### src/rtl/bfr_pkg.sv
// Package for the binary frame receiver: beat types, mode type, codes and
// the nibble-table CRC-32 functions. No dependencies.
package bfr_pkg;

  localparam int unsigned LIMIT_W = 17;

  typedef struct packed {
    logic       action;
    logic [7:0] rx_byte;
  } in_item_t;

  typedef struct packed {
    logic       data_valid;
    logic [7:0] data_byte;
    logic [3:0] opcode;
    logic       last;
    logic       crc_good;
    logic [2:0] fault_code;
    logic       error_active;
  } out_item_t;

  typedef enum logic [2:0] {
    MODE_IDLE    = 3'd0,
    MODE_HEADER  = 3'd1,
    MODE_PAYLOAD = 3'd2,
    MODE_ERROR   = 3'd3,
    MODE_RESYNC  = 3'd4
  } mode_t;

  // Input actions.
  localparam logic ACT_BYTE  = 1'b0;
  localparam logic ACT_CLEAR = 1'b1;

  // Latched error codes.
  localparam logic [2:0] ERR_NONE      = 3'd0;
  localparam logic [2:0] ERR_BAD_START = 3'd1;
  localparam logic [2:0] ERR_TEXT      = 3'd2;
  localparam logic [2:0] ERR_OVERSIZE  = 3'd3;
  localparam logic [2:0] ERR_CRC       = 3'd4;

  // Link byte values.
  localparam logic [7:0] BYTE_START   = 8'h01;
  localparam logic [7:0] BYTE_SPACE   = 8'h20;
  localparam logic [7:0] BYTE_TAB     = 8'h09;
  localparam logic [7:0] BYTE_LF      = 8'h0A;
  localparam logic [7:0] BYTE_CR      = 8'h0D;
  localparam logic [7:0] BYTE_LBRACE  = 8'h7B;
  localparam logic [7:0] BYTE_LBRACK  = 8'h5B;
  localparam logic [7:0] LEN_EXT16    = 8'd126;
  localparam logic [7:0] LEN_EXT64    = 8'd127;

  // Header lengths for the three length forms.
  localparam logic [3:0] HDR_LEN_SHORT = 4'd7;
  localparam logic [3:0] HDR_LEN_EXT16 = 4'd9;
  localparam logic [3:0] HDR_LEN_EXT64 = 4'd15;

  // Header byte positions.
  localparam logic [LIMIT_W-1:0] POS_OPCODE    = LIMIT_W'(1);
  localparam logic [LIMIT_W-1:0] POS_CRC_FIRST = LIMIT_W'(2);
  localparam logic [LIMIT_W-1:0] POS_CRC_LAST  = LIMIT_W'(5);
  localparam logic [LIMIT_W-1:0] POS_LENGTH    = LIMIT_W'(6);

  localparam logic [LIMIT_W-1:0] FRAME_LIMIT_RESET = LIMIT_W'(4096);

  // Reflected CRC-32 nibble table (polynomial 0xEDB88320).
  function automatic logic [31:0] crc_nibble(input logic [3:0] idx);
    logic [31:0] v;
    case (idx)
      4'h0: v = 32'h00000000;
      4'h1: v = 32'h1db71064;
      4'h2: v = 32'h3b6e20c8;
      4'h3: v = 32'h26d930ac;
      4'h4: v = 32'h76dc4190;
      4'h5: v = 32'h6b6b51f4;
      4'h6: v = 32'h4db26158;
      4'h7: v = 32'h5005713c;
      4'h8: v = 32'hedb88320;
      4'h9: v = 32'hf00f9344;
      4'hA: v = 32'hd6d6a3e8;
      4'hB: v = 32'hcb61b38c;
      4'hC: v = 32'h9b64c2b0;
      4'hD: v = 32'h86d3d2d4;
      4'hE: v = 32'ha00ae278;
      4'hF: v = 32'hbdbdf21c;
      default: v = 32'h00000000;
    endcase
    return v;
  endfunction

  // One byte through the CRC, low nibble first.
  function automatic logic [31:0] crc_byte(input logic [31:0] c, input logic [7:0] b);
    logic [31:0] t;
    t = crc_nibble(c[3:0] ^ b[3:0]) ^ (c >> 4);
    t = crc_nibble(t[3:0] ^ b[7:4]) ^ (t >> 4);
    return t;
  endfunction

endpackage

### src/rtl/bfr_core.sv
// Frame state and the per-beat decision logic of the binary frame receiver.
// Depends on bfr_pkg.
module bfr_core
  import bfr_pkg::*;
(
  input  logic                clk,
  input  logic                rst,
  input  logic                step_en,
  input  in_item_t            item,
  input  logic [LIMIT_W-1:0]  frame_limit,
  output out_item_t           result_next
);

  // Frame state.
  mode_t                mode, mode_next;
  logic [LIMIT_W-1:0]   byte_count, byte_count_next;
  logic [3:0]           header_length, header_length_next;
  // Low bits of the payload length, plus a sticky flag for any higher bit.
  logic [LIMIT_W-1:0]   pl_low, pl_low_next;
  logic                 pl_big, pl_big_next;
  logic [LIMIT_W-1:0]   frame_end, frame_end_next;
  logic [31:0]          expected_crc, expected_crc_next;
  logic [31:0]          running_crc, running_crc_next;
  logic [3:0]           frame_opcode, frame_opcode_next;
  logic [2:0]           latched_error, latched_error_next;

  // Working values.
  logic [7:0]           b;
  logic [7:0]           crc_in;
  logic [31:0]          crc_step;
  logic [LIMIT_W:0]     hdr_total;
  logic                 dv, lst, good;
  logic [7:0]           db;

  assign b = item.rx_byte;

  // CRC field bytes are taken as zero.
  assign crc_in   = (mode == MODE_HEADER && byte_count >= POS_CRC_FIRST &&
                     byte_count <= POS_CRC_LAST) ? 8'h00 : b;
  assign crc_step = crc_byte(running_crc, crc_in);

  // State register.
  always_ff @(posedge clk) begin
    if (rst) begin
      mode          <= MODE_IDLE;
      byte_count    <= '0;
      header_length <= HDR_LEN_SHORT;
      pl_low        <= '0;
      pl_big        <= 1'b0;
      frame_end     <= '0;
      expected_crc  <= '0;
      running_crc   <= '0;
      frame_opcode  <= '0;
      latched_error <= ERR_NONE;
    end else if (step_en) begin
      mode          <= mode_next;
      byte_count    <= byte_count_next;
      header_length <= header_length_next;
      pl_low        <= pl_low_next;
      pl_big        <= pl_big_next;
      frame_end     <= frame_end_next;
      expected_crc  <= expected_crc_next;
      running_crc   <= running_crc_next;
      frame_opcode  <= frame_opcode_next;
      latched_error <= latched_error_next;
    end
  end

  // Next state and result for one beat.
  always_comb begin
    mode_next          = mode;
    byte_count_next    = byte_count;
    header_length_next = header_length;
    pl_low_next        = pl_low;
    pl_big_next        = pl_big;
    frame_end_next     = frame_end;
    expected_crc_next  = expected_crc;
    running_crc_next   = running_crc;
    frame_opcode_next  = frame_opcode;
    latched_error_next = latched_error;
    hdr_total          = '0;
    dv                 = 1'b0;
    db                 = 8'h00;
    lst                = 1'b0;
    good               = 1'b0;

    if (item.action == ACT_CLEAR) begin
      latched_error_next = ERR_NONE;
      byte_count_next    = '0;
      mode_next          = MODE_RESYNC;
    end else begin
      case (mode)
        MODE_IDLE: begin
          if (b == BYTE_START) begin
            mode_next          = MODE_HEADER;
            byte_count_next    = LIMIT_W'(1);
            header_length_next = HDR_LEN_SHORT;
            pl_low_next        = '0;
            pl_big_next        = 1'b0;
            expected_crc_next  = '0;
            running_crc_next   = crc_byte(32'h0, b);
          end else if (b == BYTE_SPACE || b == BYTE_TAB || b == BYTE_LF ||
                       b == BYTE_CR) begin
            mode_next = MODE_IDLE;
          end else if (b == BYTE_LBRACE || b == BYTE_LBRACK) begin
            latched_error_next = ERR_TEXT;
            mode_next          = MODE_ERROR;
          end else begin
            latched_error_next = ERR_BAD_START;
            mode_next          = MODE_ERROR;
          end
        end

        MODE_HEADER: begin
          running_crc_next = crc_step;
          if (byte_count == POS_OPCODE) begin
            frame_opcode_next = b[3:0];
          end else if (byte_count >= POS_CRC_FIRST && byte_count <= POS_CRC_LAST) begin
            expected_crc_next = {expected_crc[23:0], b};
          end else if (byte_count == POS_LENGTH) begin
            pl_big_next = 1'b0;
            if (b == LEN_EXT16) begin
              header_length_next = HDR_LEN_EXT16;
              pl_low_next        = '0;
            end else if (b == LEN_EXT64) begin
              header_length_next = HDR_LEN_EXT64;
              pl_low_next        = '0;
            end else begin
              pl_low_next = LIMIT_W'(b);
            end
          end else begin
            // Extension byte: bits leaving the low field set the big flag.
            pl_big_next = pl_big | (|pl_low[LIMIT_W-1:LIMIT_W-8]);
            pl_low_next = {pl_low[LIMIT_W-9:0], b};
          end
          byte_count_next = byte_count + LIMIT_W'(1);
          hdr_total = {1'b0, pl_low_next} + (LIMIT_W+1)'(header_length_next);

          // Header complete: size check, then empty frame or payload.
          if (byte_count_next >= LIMIT_W'(header_length_next)) begin
            frame_end_next = hdr_total[LIMIT_W-1:0];
            if (pl_big_next || hdr_total >= {1'b0, frame_limit}) begin
              latched_error_next = ERR_OVERSIZE;
              mode_next          = MODE_ERROR;
            end else if (pl_low_next == '0) begin
              lst  = 1'b1;
              good = (crc_step == expected_crc_next);
              if (good) begin
                mode_next = MODE_IDLE;
              end else begin
                latched_error_next = ERR_CRC;
                mode_next          = MODE_ERROR;
              end
            end else begin
              mode_next = MODE_PAYLOAD;
            end
          end
        end

        MODE_PAYLOAD: begin
          running_crc_next = crc_step;
          byte_count_next  = byte_count + LIMIT_W'(1);
          dv = 1'b1;
          db = b;
          if (byte_count_next >= frame_end) begin
            lst  = 1'b1;
            good = (crc_step == expected_crc);
            if (good) begin
              mode_next = MODE_IDLE;
            end else begin
              latched_error_next = ERR_CRC;
              mode_next          = MODE_ERROR;
            end
          end
        end

        MODE_RESYNC: begin
          if (b == BYTE_LF || b == BYTE_CR) begin
            mode_next = MODE_IDLE;
          end
        end

        MODE_ERROR: begin
          mode_next = MODE_ERROR;
        end

        default: begin
          mode_next = MODE_IDLE;
        end
      endcase
    end

    result_next.data_valid   = dv;
    result_next.data_byte    = db;
    result_next.opcode       = frame_opcode_next;
    result_next.last         = lst;
    result_next.crc_good     = good;
    result_next.fault_code   = latched_error_next;
    result_next.error_active = (latched_error_next != ERR_NONE);
  end

endmodule

### src/rtl/binary_frame_receiver_crc32.sv
// Top level of the binary frame receiver with CRC-32 check.
// Depends on bfr_pkg and bfr_core.
//
// Usage:
// - item channel (item_valid/item_ready/item): one beat per link byte or
//   clear action. A clear drops any latched error and discards bytes up to
//   the next CR or LF before frames are looked for again.
// - result channel (result_valid/result_ready/result): exactly one beat
//   for every item beat, in order, carrying the payload byte if any, the
//   frame opcode, the end-of-frame mark with its CRC verdict and the error
//   latch.
// - cfg channel (cfg_valid/cfg_ready/cfg_data): writes frame_limit; it is
//   always ready; the user must write it only while the block is idle, which the block itself does not enforce.
// An accepted beat is loaded into the input register; once the result register
// is free or draining, the beat is carried through the CRC and header logic into
// the result register. Throughput is one item per cycle while result_ready is not
// held low; the frame state is updated on every beat, so back-to-back bytes are
// never held up by the CRC loop. Reset empties both registers, sets
// frame_limit to 4096 and returns the receiver to idle with no error. A
// stalled result holds the result register; the input register then fills
// and item_ready falls.
module binary_frame_receiver_crc32
  import bfr_pkg::*;
(
  input  logic               clk,
  input  logic               rst,
  input  logic               item_valid,
  output logic               item_ready,
  input  in_item_t           item,
  output logic               result_valid,
  input  logic               result_ready,
  output out_item_t          result,
  input  logic               cfg_valid,
  output logic               cfg_ready,
  input  logic [LIMIT_W-1:0] cfg_data
);

  logic [LIMIT_W-1:0] frame_limit;
  logic               s1_valid;
  in_item_t           s1_item;
  logic               s1_adv;
  out_item_t          result_next;

  // The input beat moves on whenever the result register is free or draining.
  assign s1_adv     = s1_valid && (!result_valid || result_ready);
  assign item_ready = !s1_valid || s1_adv;
  assign cfg_ready  = 1'b1;

  // Control registers and the frame limit.
  always_ff @(posedge clk) begin
    if (rst) begin
      s1_valid     <= 1'b0;
      result_valid <= 1'b0;
      frame_limit  <= FRAME_LIMIT_RESET;
    end else begin
      if (item_ready) begin
        s1_valid <= item_valid;
      end
      if (!result_valid || result_ready) begin
        result_valid <= s1_valid;
      end
      if (cfg_valid && cfg_ready) begin
        frame_limit <= cfg_data;
      end
    end
  end

  // Payload registers.
  always_ff @(posedge clk) begin
    if (item_valid && item_ready) begin
      s1_item <= item;
    end
    if (s1_adv) begin
      result <= result_next;
    end
  end

  bfr_core u_core (
    .clk         (clk),
    .rst         (rst),
    .step_en     (s1_adv),
    .item        (s1_item),
    .frame_limit (frame_limit),
    .result_next (result_next)
  );

endmodule

### config.mk
export PLATFORM = sky130hd
export DESIGN_NAME = binary_frame_receiver_crc32
export DESIGN_NICKNAME = d
export VERILOG_FILES = /design/src/rtl/bfr_pkg.sv /design/src/rtl/bfr_core.sv /design/src/rtl/binary_frame_receiver_crc32.sv
export SDC_FILE = /design/constraint.sdc
export NUM_CORES = 1
export LEC_CHECK = 0
export BUFFER_PORTS_ARGS = -buffer_cell sky130_fd_sc_hd__clkbuf_2
export CAP_MARGIN = 20
export CELL_PAD_IN_SITES_DETAIL_PLACEMENT = 2
export CELL_PAD_IN_SITES_GLOBAL_PLACEMENT = 2
export CORE_ASPECT_RATIO = 1.1
export CORE_MARGIN = 8
export CORE_UTILIZATION = 39
export CTS_CLUSTER_DIAMETER = 200
export CTS_CLUSTER_SIZE = 20
export DETAILED_ROUTE_END_ITERATION = 12
export PLACE_DENSITY_LB_ADDON = 0.05
export SETUP_SLACK_MARGIN = 0.1
export SYNTH_ARGS = -nofsm -noshare
export SYNTH_HDL_FRONTEND = slang
export SYNTH_SLANG_ARGS = --single-unit
### constraint.sdc
create_clock -name clk -period 7.7 [get_ports clk]
set_input_delay 1.54 -clock clk [delete_from_list [all_inputs] [get_ports clk]]
set_output_delay 1.54 -clock clk [all_outputs]
set_load 0.01 [all_outputs]
=== After elaboration in Yosys (flattened, before gate mapping) ===
Memory sizes are Yosys's and may differ from the RTL's. A register that Yosys moved wholly into a read port is not among the register bits.
Cells that the tools add are included.
Widths: inputs -> output; s select.

* Output and inout port bits: 22
* Memories: 4
* Register bits: 177
* Bits in read-only memories: 1792

* Reduce and logical (&&, ||, !) cells: 29
* Muxes and demuxes: 80
* Equality and inequality tests: 22
* Order comparisons: 5
* Add/subtract/negate cells: 2
* Bitwise logic cells: 9

{| class="wikitable"
|+ Memories
! name !! words !! width !! rd ports !! clocked after memory_dff !! wr ports !! RTL line !! text
|-
| (no name shown) || 16 || 28 || 1 || 1 || 0 || bfr_pkg.sv:68 || <nowiki>case (idx)</nowiki>
|-
| (no name shown) || 16 || 28 || 1 || 0 || 0 || bfr_pkg.sv:68 ||
|-
| (no name shown) || 16 || 28 || 1 || 0 || 0 || bfr_pkg.sv:68 ||
|-
| (no name shown) || 16 || 28 || 1 || 0 || 0 || bfr_pkg.sv:68 ||
|}

{| class="wikitable"
|+ Operators with widths
! cell !! number
|-
| $mux 32 || 12
|-
| $mux 17 || 9
|-
| $pmux 32 s2 || 2
|-
| $xor 32x28->32 || 3
|-
| $pmux 17 s2 || 2
|-
| $eq 32x32->1 || 2
|-
| $mux 4 || 12
|-
| $mux 3 || 15
|-
| $eq 8x7->1 const B || 4
|-
| $eq 8x4->1 const B || 3
|-
| $add 17x4->18 || 1
|-
| $ge 18x17->1 || 1
|-
| $add 17x1->17 const B || 1
|-
| $eq 17x1->1 const B || 1
|-
| $eq 17x3->1 const B || 1
|-
| $ge 17x17->1 || 1
|-
| $ge 17x2->1 const B || 1
|-
| $ge 17x4->1 || 1
|-
| $le 17x3->1 const B || 1
|-
| $logic_not 17->1 || 1
|-
| $mux 8 || 2
|-
| $reduce_and 4->1 || 4
|-
| $mux 1 || 15
|-
| $pmux 3 s5 || 1
|-
| other kinds (24) || 51
|}

=== Longest topological paths before layout ===
Gate-level depths: netlist of run 1.
An unclocked memory read counts as a cell.

* Word-level depth: 18
* Depth in mapped cells: 29
* Mapped depth without buffers: 27

=== Hierarchy ===
From an unflattened synthesis of run 1, not the netlist that was laid out.

* Cell total of the unflattened synthesis: 1556
* Area, all modules: 13287.7 sq um

{| class="wikitable"
|+ By module, submodules not included
! module !! instances !! area an instance (sq um) !! cells an instance
|-
| bfr_core || 1 || 11735.0 || 1461
|-
| binary_frame_receiver_crc32 || 1 || 1552.7 || 95
|}

=== Worst setup path after synthesis of run 1 ===
No wires, ideal clock.

* Kind: register -> register
* From: register u_core.byte_count[0]
* To: register u_core.mode[0]
* Data required time: 7573 ps
* Clock period less this slack: 6105 ps
* Slack: 1595 ps
* Data arrival time: 5978 ps
* Path buffers: 3
* Cell stages (with the launch flop): 27
* Path through: dfxtp_1 -> ha_1 -> nor2b_1 -> o21a_1 -> nor3_2 -> clkbuf_1 -> clkbuf_1 -> a22o_1 -> ha_1 -> or3b_1 -> o311a_1 -> and2_1 -> clkbuf_1 -> nor4b_1 -> xor2_1 -> ha_1 -> a21oi_1 -> nor2b_1 -> o21ai_0 -> nand2_1 -> a2111oi_0 -> o21ai_0 -> a31oi_1 -> o41ai_2 -> or4_1 -> o221ai_1 -> o22ai_1

* Word-level cells in the longest chain between the ends: 17
* Elaborated cells on any way between the ends: 53

{| class="wikitable"
|+ RTL lines
! what !! RTL line !! text
|-
| start: declaration || bfr_core.sv:16 || <nowiki>logic [LIMIT_W-1:0] byte_count, byte_count_next;</nowiki>
|-
| start signal: assignment || bfr_core.sv:57 || <nowiki>byte_count <= byte_count_next;</nowiki>
|-
| $ge 17x2->1 || bfr_core.sv:38, bfr_core.sv:118 ||
|-
| $logic_and 1x1->1 (2 in series) || bfr_core.sv:38 || <nowiki>assign crc_in = (mode == MODE_HEADER && byte_count >= POS_CRC_FIRST &&</nowiki>
|-
| $mux 8 || bfr_core.sv:39 || <nowiki>byte_count <= POS_CRC_LAST) ? 8'h00 : b;</nowiki>
|-
| $xor 4x4->4 || bfr_pkg.sv:93 || <nowiki>t = crc_nibble(c[3:0] ^ b[3:0]) ^ (c >> 4);</nowiki>
|-
| $mem_v2 16x28 || n/a ||
|-
| $xor 32x28->32 || bfr_pkg.sv:93 ||
|-
| $xor 4x4->4 || bfr_pkg.sv:94 || <nowiki>t = crc_nibble(t[3:0] ^ b[7:4]) ^ (t >> 4);</nowiki>
|-
| $mem_v2 16x28 || n/a ||
|-
| $xor 32x28->32 || bfr_pkg.sv:94 ||
|-
| $eq 32x32->1 || bfr_core.sv:147 || <nowiki>good = (crc_step == expected_crc_next);</nowiki>
|-
| $mux 2 || bfr_core.sv:148 || <nowiki>if (good) begin</nowiki>
|-
| $mux 2 || bfr_core.sv:145 || <nowiki>end else if (pl_low_next == '0) begin</nowiki>
|-
| $mux 3 || bfr_core.sv:142 || <nowiki>if (pl_big_next || hdr_total >= {1'b0, frame_limit}) begin</nowiki>
|-
| $mux 3 || bfr_core.sv:140 || <nowiki>if (byte_count_next >= LIMIT_W'(header_length_next)) begin</nowiki>
|-
| $pmux 3 s5 || bfr_core.sv:92 || <nowiki>case (mode)</nowiki>
|-
| $mux 3 || bfr_core.sv:87 || <nowiki>if (item.action == ACT_CLEAR) begin</nowiki>
|-
| end signal: assignment || bfr_core.sv:56 || <nowiki>mode <= mode_next;</nowiki>
|-
| end: declaration || bfr_core.sv:15 || <nowiki>mode_t mode, mode_next;</nowiki>
|}

Parallel ways exist; a longest one is shown, timed or not. The select of a mux whose other input is x is not followed.
A chain may end at the register's enable or synchronous reset.

==> results_dict.tcl, run 1 <==
set metrics [dict create \
    tns_ns 0 \
    finalNetCount 1652 \
    ant_nets 0 \
    min_to "u_core.header_length[0]$_SDFFE_PP1P_" \
    clk_latency_ns 0.47 \
    cts_tree "done" \
    die_w_um 192 \
    io_pins 53 \
    postCtsSetupRepairBufs 0 \
    grt_remaining_overflow 0 \
    end_kind "register" \
    setup_viol 0 \
    hp-start "u_core.header_length[0]$_SDFFE_PP1P_" \
    vias_per_cell 5.87 \
    num_antenna_cells 0 \
    utilization 0.434 \
    final_cell_mix "206 x nor2_1, 161 x dfxtp_1, 160 x xnor2_1" \
    synth_edf_count 28 \
    syn_area_sq_um 13200 \
    timing.hold.ws_ns 0.451 \
    wl_mm 50.8 \
    synthFlopType "dfxtp_1" \
    hold_viol 0 \
    grt_first_pass_wirelength_mm 78.7 \
    layout_commonest_cell "nor2_1" \
    syn-num-nets 1654 \
    area_growth_pct 9.43 \
    worst_slew_pin_slew_ns 1.03 \
    r2r.worst_path.cells 25 \
    clkSlewWorstSetupHoldPaths_ns 0.08 \
    dr.pass1.iters 4 \
    async_flop_share 0 \
    timing.rr.end "result[2]$_DFFE_PP_" \
    initial_utilization 0.396 \
    track_usage 0.254 \
    stdcell_count 2019 \
    drt_iter0_drc 434 \
    synth_cell_type_count 88 \
    die_h_um 209 \
    cts_buffer_depth 2 \
    cts_sinks 189 \
    fin_crit_ns 6.86 \
    max_freq_mhz 146 \
    path_max_fanout 11 \
    crit_type "reg -> reg" \
    dpl.hpwl_mm 38.6 \
    rsz0062_at_grt "false" \
    cts_made_buffers 17 \
    hold_class "reg -> reg" \
    h-tree-depth 4 \
    p_per_area_nw_per_um2 184 \
    ff2ff_setup_slack_ns 0.84 \
    rows 70 \
    grt_max_degree 89 \
    r2r-start "u_core.byte_count[0]$_SDFFE_PP0P_" \
    yosysSeqAreaShare 0.307 \
    ys.warnings.count 0 \
    peakVddDrop_mv 0.170 \
    vias 11900 \
    synth_seq_cells 189 \
    fin_crit_sh 0.890 \
    final_max_slew_viol_count 0 \
    placement.io_buffers 51 \
    min_path_cells 1 \
    grt_pass1_vias 13100 \
    cts-root-buf "clkbuf_16" \
    drc 0 \
    arrival_ns 7.07 \
    dieArea_sq_um 40100 \
    core-area_sq_um 33400 \
    layout-drive-gt1-share 0.0989 \
    synth_cells 1576 \
    antenna_found_initial 0 \
    dp.cells 1986 \
    crit_required_ns 7.91 \
    wl_per_cell_um 25.2 \
    max_cap_viol_count 0 \
    slew-limit-headroom 0.312 \
    power_leakage_nw 5.31 \
    start_kind "register" \
    cts_hold_buf 0 \
    avgSynthCellArea_sq_um 8.39 \
    outcome "completed" \
    finalClockSkew_ns 0.0115 \
    finalWeightedCongestion 0.890 \
]
[per-layer routing]
layer | vias to the layer above | routed length [um] | GRT usage
met1 | 6047 | 20800 | 0.282
met5 | - | 0 | 0
met4 | 0 | 2140 | 0.113
li1 | 5554 | - | -
met2 | 160 | 26800 | 0.470
met3 | 99 | 1110 | 0.0361
[registers in the layout, summed over array words and instances, names as in the netlist, 9 cells and up, named ones only]
register / count
result: 19
u_core.pl_low: 17
u_core.expected_crc: 32
u_core.byte_count: 17
u_core.running_crc: 32
u_core.frame_end: 17
s1_item: 9
frame_limit: 17
[cell type report]
class | instances | area [sq um]
Clock buffer | 18 | 450
Clock inverter | 14 | 131
Fill cell | 3717 | 18900
Inverter | 72 | 270
Multi-Input combinational cell | 1212 | 8490
Sequential cell | 189 | 4060
Tap cell | 432 | 541
Timing Repair Buffer | 82 | 527
[timing repair]
action                                  CTS  global route
gates resized for setup                   0             4
endpoints found under the setup margin    0             9
endpoints found under the hold margin     0             0
[through the flow]
| step | area (sq um) | total power [mW] | worst slack, ns |
|---|---|---|---|
| floorplan | 13200 | 1.53 | 1.60 |
| global placement | 13800 | 1.73 | 0.860 |
| detailed placement | 13800 | 1.75 | 0.455 |
| CTS | 14400 | 2.68 | 0.396 |
| global route | 14500 | 2.75 | 0.200 |
| finish | 14500 | 2.66 | 0.845 |
[kinds of logic after synthesis]
logic type | after synthesis | share of synthesized area
other | 1 | 0.000284
AO/OA/AOI/OAI | 352 | 0.185
adder cells (fa/ha/maj) | 47 | 0.0445
multiplexers | 54 | 0.0413
buffers and inverters | 175 | 0.0530
flip-flops | 189 | 0.307
AND/OR/NAND/NOR | 506 | 0.185
XOR/XNOR | 252 | 0.184
[synthesized netlist by cell type (all sizes together) (5+ instances only)]
cell type	n	area, sq um
nor3	45	241
nor4	23	156
nor2b	7	43.8
nand3b	6	45.0
and4	5	43.8
nor3b	5	42.5
a31oi	39	272
nand4	18	113
xor2	75	664
and3	11	68.8
nand4b	5	43.8
a211oi	20	170
o2111ai	5	43.8
nand3	26	130
clkbuf	73	274
buf	30	156
a2111oi	7	98.8
mux2	5	56.3
o31ai	6	45.0
xnor3	11	248
o21a	6	45.0
a22oi	63	473
edfxtp	28	841
a21o	10	75.1
dfxtp	161	3220
a21oi	88	440
ha	47	588
mux2i	49	490
xnor2	165	1490
or3	11	73.8
and2	16	103
o21ai	41	209
nand2b	13	81.3
o211ai	22	165
inv	69	259
nor2	206	773
a22o	6	52.6
nand2	94	355
o31a	5	43.8
[power breakdown]
part | internal [mW] | switching, mW
clock network | 0.471 | 0.449
logic | 0.249 | 0.429
registers | 1.03 | 0.0272
[worst max-delay path, stage by stage (launching register included)]
cell	delay (ns)
dfxtp_1	0.56
inv_1	0.09
ha_1	0.26
or3_4	0.38
nor2_1	0.26
nor3_2	0.10
nor2_1	0.24
a22o_1	0.23
ha_1	0.18
or3b_1	0.34
o311a_1	0.39
o21ba_1	0.31
nor4b_1	0.39
xor2_1	0.28
ha_1	0.30
a21oi_1	0.16
nor2b_1	0.06
o21ai_0	0.16
nand2_1	0.10
a2111oi_0	0.35
o21ai_0	0.24
a31oi_4	0.34
o41a_1	0.35
o21ai_0	0.22
a21oi_1	0.25
a211oi_2	0.06
[how the worst max path moves through the flow]
stage / start / endpoint / slack [ns] / depth (start not counted)
after floorplan: u_core.byte_count[0]$_SDFFE_PP0P_ / u_core.mode[0]$_SDFFE_PP0P_ / 1.60 / 26
after global placement: u_core.byte_count[1]$_SDFFE_PP0P_ / u_core.mode[0]$_SDFFE_PP0P_ / 0.86 / 24
after detailed placement: u_core.byte_count[1]$_SDFFE_PP0P_ / result[0]$_DFFE_PP_ / 0.46 / 25
after CTS: u_core.byte_count[1]$_SDFFE_PP0P_ / result[2]$_DFFE_PP_ / 0.40 / 25
after global routing: u_core.byte_count[0]$_SDFFE_PP0P_ / result[2]$_DFFE_PP_ / 0.20 / 26
final: u_core.byte_count[0]$_SDFFE_PP0P_ / result[2]$_DFFE_PP_ / 0.84 / 25
Power figures use the tool's default switching activity.
==> run 2, diff against run 1 <==
--- a/config.mk
+++ b/config.mk
@@ -15,7 +15,7 @@
 export CTS_CLUSTER_DIAMETER = 200
 export CTS_CLUSTER_SIZE = 20
 export DETAILED_ROUTE_END_ITERATION = 12
-export PLACE_DENSITY_LB_ADDON = 0.05
+export PLACE_DENSITY = 0.89
 export SETUP_SLACK_MARGIN = 0.1
 export SYNTH_ARGS = -nofsm -noshare
 export SYNTH_HDL_FRONTEND = slang
==> run 2 against run 1 <==
Die area is the same. Final area about the same. Non-clock buffer count fell by 4. Combinational power about the same. Worst hold slack better by 0.0078 ns. Sequential power about the same. Largest power group unchanged.
==> results_dict.tcl, run 2 (same netlist as run 1, synthesis figures left out) <==
set metrics [dict create \
    power_leakage_nw 5.29 \
    reg.largest.list "u_core.expected_crc x32, u_core.running_crc x32, result x19" \
    grt_pass1_vias 13400 \
    grt_remaining_overflow 0 \
    drc 0 \
    crit_slowest_cell "a2111oi_0" \
    dieArea_sq_um 40100 \
    layout_commonest_cell "nor2_1" \
    crit_required_ns 7.90 \
    final_cell_mix "206 x nor2_1, 160 x xnor2_1, 159 x dfxtp_1" \
    cts_made_buffers 17 \
    setup_viol 0 \
    die_h_um 209 \
    arrival_ns 7.50 \
    cts-root-buf "clkbuf_16" \
    tns_ns 0 \
    comb_power_share 0.253 \
    area_growth_pct 9.36 \
    hold_class "reg -> reg" \
    p_switching_uw 918 \
    initial_utilization 0.396 \
    num_antenna_cells 0 \
    finalPower_mw 2.68 \
    sw_frac_of_total 0.343 \
    r2r.worst_path.cells 25 \
    finalWeightedCongestion 0.910 \
    core-area_sq_um 33400 \
    fin_area_sq_um 14500 \
    finalClockSkew_ns 0.0139 \
    track_usage 0.258 \
    outcome "completed" \
    wl_per_cell_um 26.0 \
    layout-drive-gt1-share 0.0992 \
    wl_mm 52.5 \
    dr.pass1.iters 5 \
    min_path_cells 1 \
    die_w_um 192 \
    dp.cells 1981 \
    clockPowerShare 0.350 \
    fin_crit_ns 7.30 \
    p_per_area_nw_per_um2 185 \
    worst_slew_pin_slew_ns 1.02 \
    io_pins 53 \
    grt_max_degree 65 \
    final_max_slew_viol_count 0 \
    ff2ff_setup_slack_ns 0.40 \
    grt_first_pass_wirelength_mm 80.2 \
    r2r-start "u_core.byte_count[0]$_SDFFE_PP0P_" \
    finalWorstSetupSlack_ns 0.400 \
    crit_type "reg -> reg" \
    seqPwrFrac 0.397 \
    min_to "u_core.header_length[0]$_SDFFE_PP1P_" \
    dp_slack_ns 0.442 \
    cts_tree "done" \
    slew-limit-headroom 0.321 \
    path_max_fanout 11 \
    dpl.hpwl_mm 38.6 \
    dpl_cell_area_sq_um 13800 \
    rows 70 \
    postCtsSetupRepairBufs 0 \
    ant_nets 0 \
    max_cap_viol_count 0 \
    peakVddDrop_mv 0.180 \
    drt_iter0_drc 787 \
    max_freq_mhz 137 \
    timing.rr.end "result[2]$_DFFE_PP_" \
    vias_per_cell 6.13 \
    placement.io_buffers 51 \
    cts_sinks 189 \
    h-tree-depth 4 \
    fin_crit_sh 0.948 \
    p_int_mw 1.76 \
    vias 12300 \
    cts_buffer_depth 2 \
    hold_viol 0 \
    end_kind "register" \
    hp-start "u_core.header_length[0]$_SDFFE_PP1P_" \
    finalNetCount 1648 \
    stdcell_count 2015 \
    clkSlewWorstSetupHoldPaths_ns 0.08 \
    rsz0062_at_grt "false" \
    start_kind "register" \
    cp_slowest_stage_delay_ns 0.53 \
    clk_latency_ns 0.48 \
    antenna_found_initial 0 \
]
## run 2: changes by cell type in the layout (fill, tap and decap cells not counted)
cell / change
dfxtp_2: +2
bufinv_16: +1
nand3_2: +1
buf_6: -1
nand3_1: -1
buf_16: +1
buf_12: -1
clkbuf_16: -1
clkinv_2: -1
and4_2: +1
dfxtp_1: -2
buf_4: -3
and4_1: -1
clkinvlp_4: +1
## run 2: worst max-delay path by stage
stage                                                 start  depth (start not counted)                     endpoint
final                     u_core.byte_count[0]$_SDFFE_PP0P_                         25          result[2]$_DFFE_PP_
after global routing      u_core.byte_count[0]$_SDFFE_PP0P_                         24          result[0]$_DFFE_PP_
after CTS                 u_core.byte_count[9]$_SDFFE_PP0P_                         22          result[2]$_DFFE_PP_
after detailed placement  u_core.byte_count[1]$_SDFFE_PP0P_                         24  u_core.mode[0]$_SDFFE_PP0P_
after global placement    u_core.byte_count[1]$_SDFFE_PP0P_                         25  u_core.mode[0]$_SDFFE_PP0P_
after floorplan           u_core.byte_count[0]$_SDFFE_PP0P_                         26  u_core.mode[0]$_SDFFE_PP0P_
## run 2: metal layers
metal | global-route usage | part of all wire
met5 | 0 | 0
met4 | 0.121 | 0.042
met3 | 0.0410 | 0.046
met2 | 0.440 | 0.49
met1 | 0.312 | 0.42
## run 2: power by group through the flow
stage / Sequential [mW] / Combinational, mW / Clock (mW)
floorplan: 1.07 / 0.459 / 0
global placement: 1.08 / 0.625 / 0
detailed placement: 1.08 / 0.657 / 0
CTS: 1.06 / 0.667 / 0.950
global route: 1.07 / 0.716 / 0.983
finish: 1.06 / 0.678 / 0.939
## run 2: final cells by class
cell class	count	area (sq um)
Multi-Input combinational cell	1212	8490
Fill cell	3747	18900
Clock buffer	17	425
Tap cell	432	541
Clock inverter	15	164
Timing Repair Buffer	78	500
Sequential cell	189	4070
Inverter	72	270
## run 2: timing repair
action / CTS / global route
hold buffers: 0 / 0
endpoints found under the setup margin: 5 / 9
endpoints found under the hold margin: 0 / 0
resized for setup: 1 / 7
## run 2: critical path: cells and delay by family, from the launching register on
kind                       cells  cell delay, ns
AOI/OAI and AO/OA             12            3.43
and+or+nand+nor                8            1.94
adders and majority gates      3            0.77
DFF                            1            0.48
xor gates and xnor gates       1            0.31
buffers and inverters          1            0.08
## run 2: stage by stage
step / util / hold WS [ns]
after floorplan: - / 0.406
after global placement: 0.413 / 0.439
after detailed placement: 0.413 / 0.433
after CTS: 0.431 / 0.461
after global routing: 0.433 / 0.486
final: 0.433 / 0.459
==> run 3, diff against run 2 <==
--- a/config.mk
+++ b/config.mk
@@ -5,18 +5,19 @@
 export SDC_FILE = /design/constraint.sdc
 export NUM_CORES = 1
 export LEC_CHECK = 0
+export ABC_AREA = 1
 export BUFFER_PORTS_ARGS = -buffer_cell sky130_fd_sc_hd__clkbuf_2
 export CAP_MARGIN = 20
 export CELL_PAD_IN_SITES_DETAIL_PLACEMENT = 2
 export CELL_PAD_IN_SITES_GLOBAL_PLACEMENT = 2
 export CORE_ASPECT_RATIO = 1.1
 export CORE_MARGIN = 8
-export CORE_UTILIZATION = 39
+export CORE_UTILIZATION = 35
 export CTS_CLUSTER_DIAMETER = 200
 export CTS_CLUSTER_SIZE = 20
 export DETAILED_ROUTE_END_ITERATION = 12
 export PLACE_DENSITY = 0.89
-export SETUP_SLACK_MARGIN = 0.1
+export SETUP_SLACK_MARGIN = 0.2
 export SYNTH_ARGS = -nofsm -noshare
 export SYNTH_HDL_FRONTEND = slang
 export SYNTH_SLANG_ARGS = --single-unit
==> run 3 against run 2 <==
Clock-buffer cell count unchanged. Via count rose by 16%. Worst hold slack better by 0.011 ns. Sequential share of layout area up 0.59 points. Largest power group unchanged. Power down 3.9%. Sequential power about the same. Utilization is 4.3 points lower.
==> results_dict.tcl, run 3 <==
set metrics [dict create \
    outcome "completed" \
    vias 14400 \
    placement.io_buffers 51 \
    dpl_cell_area_sq_um 13500 \
    cts_made_buffers 17 \
    crit_required_ns 7.93 \
    cts_sinks 189 \
    avgSynthCellArea_sq_um 6.41 \
    ff2ff_setup_slack_ns 0.63 \
    crit_slowest_cell "dfxtp_1" \
    area_growth_pct 9.88 \
    synth_area_leader_cell "dfxtp_1" \
    layout-drive-gt1-share 0.0925 \
    fin_crit_sh 0.918 \
    layout_commonest_cell "nand2_1" \
    arrival_ns 7.30 \
    synth_cell_type_count 58 \
    detail_route.wirelength.met1_mm 22.9 \
    max_freq_mhz 141 \
    p_per_area_nw_per_um2 182 \
    clkSlewWorstSetupHoldPaths_ns 0.08 \
    antenna_found_initial 1 \
    r2r-start "u_core.byte_count[0]$_SDFFE_PP0P_" \
    fin_area_sq_um 14200 \
    met2_length_mm 31.2 \
    grt_pass1_vias 16200 \
    crit_family "simple AND/OR/NAND/NOR gates" \
    core-area_sq_um 36300 \
    dpl.hpwl_mm 41.9 \
    utilization 0.390 \
    io_pins 53 \
    min_path_cells 2 \
    yosysSeqAreaShare 0.315 \
    synth.most_common_cell "nand2_1" \
    track_usage 0.284 \
    drt_iter0_drc 759 \
    synth_edf_count 28 \
    synthFlopType "dfxtp_1" \
    power_leakage_nw 6.62 \
    grt_max_degree 65 \
    dr.pass1.iters 5 \
    max_cap_viol_count 0 \
    reg.largest.list "u_core.expected_crc x32, u_core.running_crc x32, result x19" \
    cts-root-buf "clkbuf_16" \
    fill_cells 4409 \
    num_antenna_cells 0 \
    cts_hold_buf 0 \
    async_flop_share 0 \
    die_w_um 199 \
    finalNetCount 2098 \
    final_max_slew_viol_count 0 \
    crit_buf_inv 6 \
    synth_commonest_cells "629 x nand2_1, 266 x inv_1, 170 x a21oi_1, 161 x dfxtp_1, 143 x nand3_1" \
    grt_remaining_overflow 0 \
    crit_path_frequent_cell "nand2_1" \
    setup_viol 0 \
    wl_mm 61.3 \
    syn-num-nets 2088 \
    drc 0 \
    initial_utilization 0.355 \
    fin_crit_ns 7.07 \
    cp_slowest_stage_delay_ns 0.52 \
    hp-start "frame_limit[13]$_SDFFE_PP0P_" \
    tns_ns 0 \
    r2r.worst_path.cells 41 \
    synthTopCellsByArea "dfxtp_1 25%, nand2_1 18%, inv_1 7.7%" \
    hold_viol 0 \
    timing.hold.ws_ns 0.470 \
    end_kind "register" \
    synth_cells 2010 \
    ant_nets 0 \
    slew-limit-headroom 0.311 \
    postCtsSetupRepairBufs 0 \
    rows 73 \
    cts_tree "done" \
    hold_class "reg -> reg" \
    syn_area_sq_um 12900 \
    grt_first_pass_wirelength_mm 94.8 \
    top_layer "met5" \
    ys.warnings.count 0 \
    rsz0062_at_grt "false" \
    min_to "frame_limit[13]$_SDFFE_PP0P_" \
    dieArea_sq_um 43200 \
    wl_per_cell_um 24.3 \
    synth_top_cell_area_share 0.250 \
    finalClockSkew_ns 0.0235 \
    finalPower_mw 2.58 \
    cts_buffer_depth 2 \
    die_h_um 217 \
    synth_seq_cells 189 \
    vias_per_cell 5.70 \
    start_kind "register" \
    path_max_fanout 26 \
    final_cell_mix "629 x nand2_1, 266 x inv_1, 170 x a21oi_1" \
    crit_type "reg -> reg" \
    post_cts_resized 0 \
    finalWeightedCongestion 0.861 \
    dr_wl_met3_mm 2.50 \
    peakVddDrop_mv 0.173 \
    timing.rr.end "result[0]$_DFFE_PP_" \
    clk_latency_ns 0.49 \
    worst_slew_pin_slew_ns 1.03 \
    h-tree-depth 4 \
]
-- run 3: metal layers --
metal / global-route usage / vias to the layer above
li1: - / 6478
met1: 0.294 / 7168
met2: 0.510 / 467
met3: 0.0451 / 244
met4: 0.211 / 2
met5: 0 / -
-- run 3: logic make-up (layout without fill, tap and decap cells) --
kind of cell,count (synthesis),count (layout),synth area share
xor gates and xnor gates,60,60,0.0408
adders and majority gates,47,47,0.0456
other,1,1,0.000291
AOI/OAI and AO/OA,358,358,0.152
and+or+nand+nor,1004,1004,0.340
buffers and inverters,351,374,0.106
DFF,189,189,0.315
-- run 3: per-stage QoR --
stage,cells,worst slack [ns]
final,2520,0.633
after global placement,2488,1.82
after CTS,2520,0.666
after floorplan,2010,2.73
after global routing,2520,0.286
after detailed placement,2488,1.07
-- run 3: worst max path at each step --
stage	cells after the start	slack [ns]	start	to
floorplan	41	2.73	u_core.byte_count[0]$_SDFFE_PP0P_	result[0]$_DFFE_PP_
global placement	41	1.82	u_core.byte_count[0]$_SDFFE_PP0P_	result[0]$_DFFE_PP_
detailed placement	41	1.07	u_core.byte_count[0]$_SDFFE_PP0P_	result[0]$_DFFE_PP_
CTS	41	0.67	u_core.byte_count[0]$_SDFFE_PP0P_	result[0]$_DFFE_PP_
global route	41	0.29	u_core.byte_count[0]$_SDFFE_PP0P_	result[0]$_DFFE_PP_
finish	41	0.63	u_core.byte_count[0]$_SDFFE_PP0P_	result[0]$_DFFE_PP_
-- run 3: worst register-to-register path: cells and delay by family, from the launching register on --
family	cells	cell delay (ns)
AOI/OAI and AO/OA	7	1.72
adders and majority gates	4	1.09
buffers and inverters	6	0.75
DFF	1	0.52
and+or+nand+nor	24	2.74
-- run 3: report_power, final --
part / leakage (nW) / switching, mW / internal, mW / total [mW]
clock network: 0.297 / 0.510 / 0.470 / 0.980
registers: 1.57 / 0.0347 / 1.04 / 1.07
logic: 4.75 / 0.389 / 0.136 / 0.525
-- run 3: cell type report --
type / count / area (sq um) / share of cell area
Clock buffer: 17 / 425 / 0.0300
Multi-Input combinational cell: 1470 / 7480 / 0.528
Clock inverter: 15 / 194 / 0.0137
Tap cell: 487 / 609 / 0.0430
Sequential cell: 189 / 4060 / 0.287
Inverter: 282 / 1060 / 0.0751
Timing Repair Buffer: 60 / 325 / 0.0230
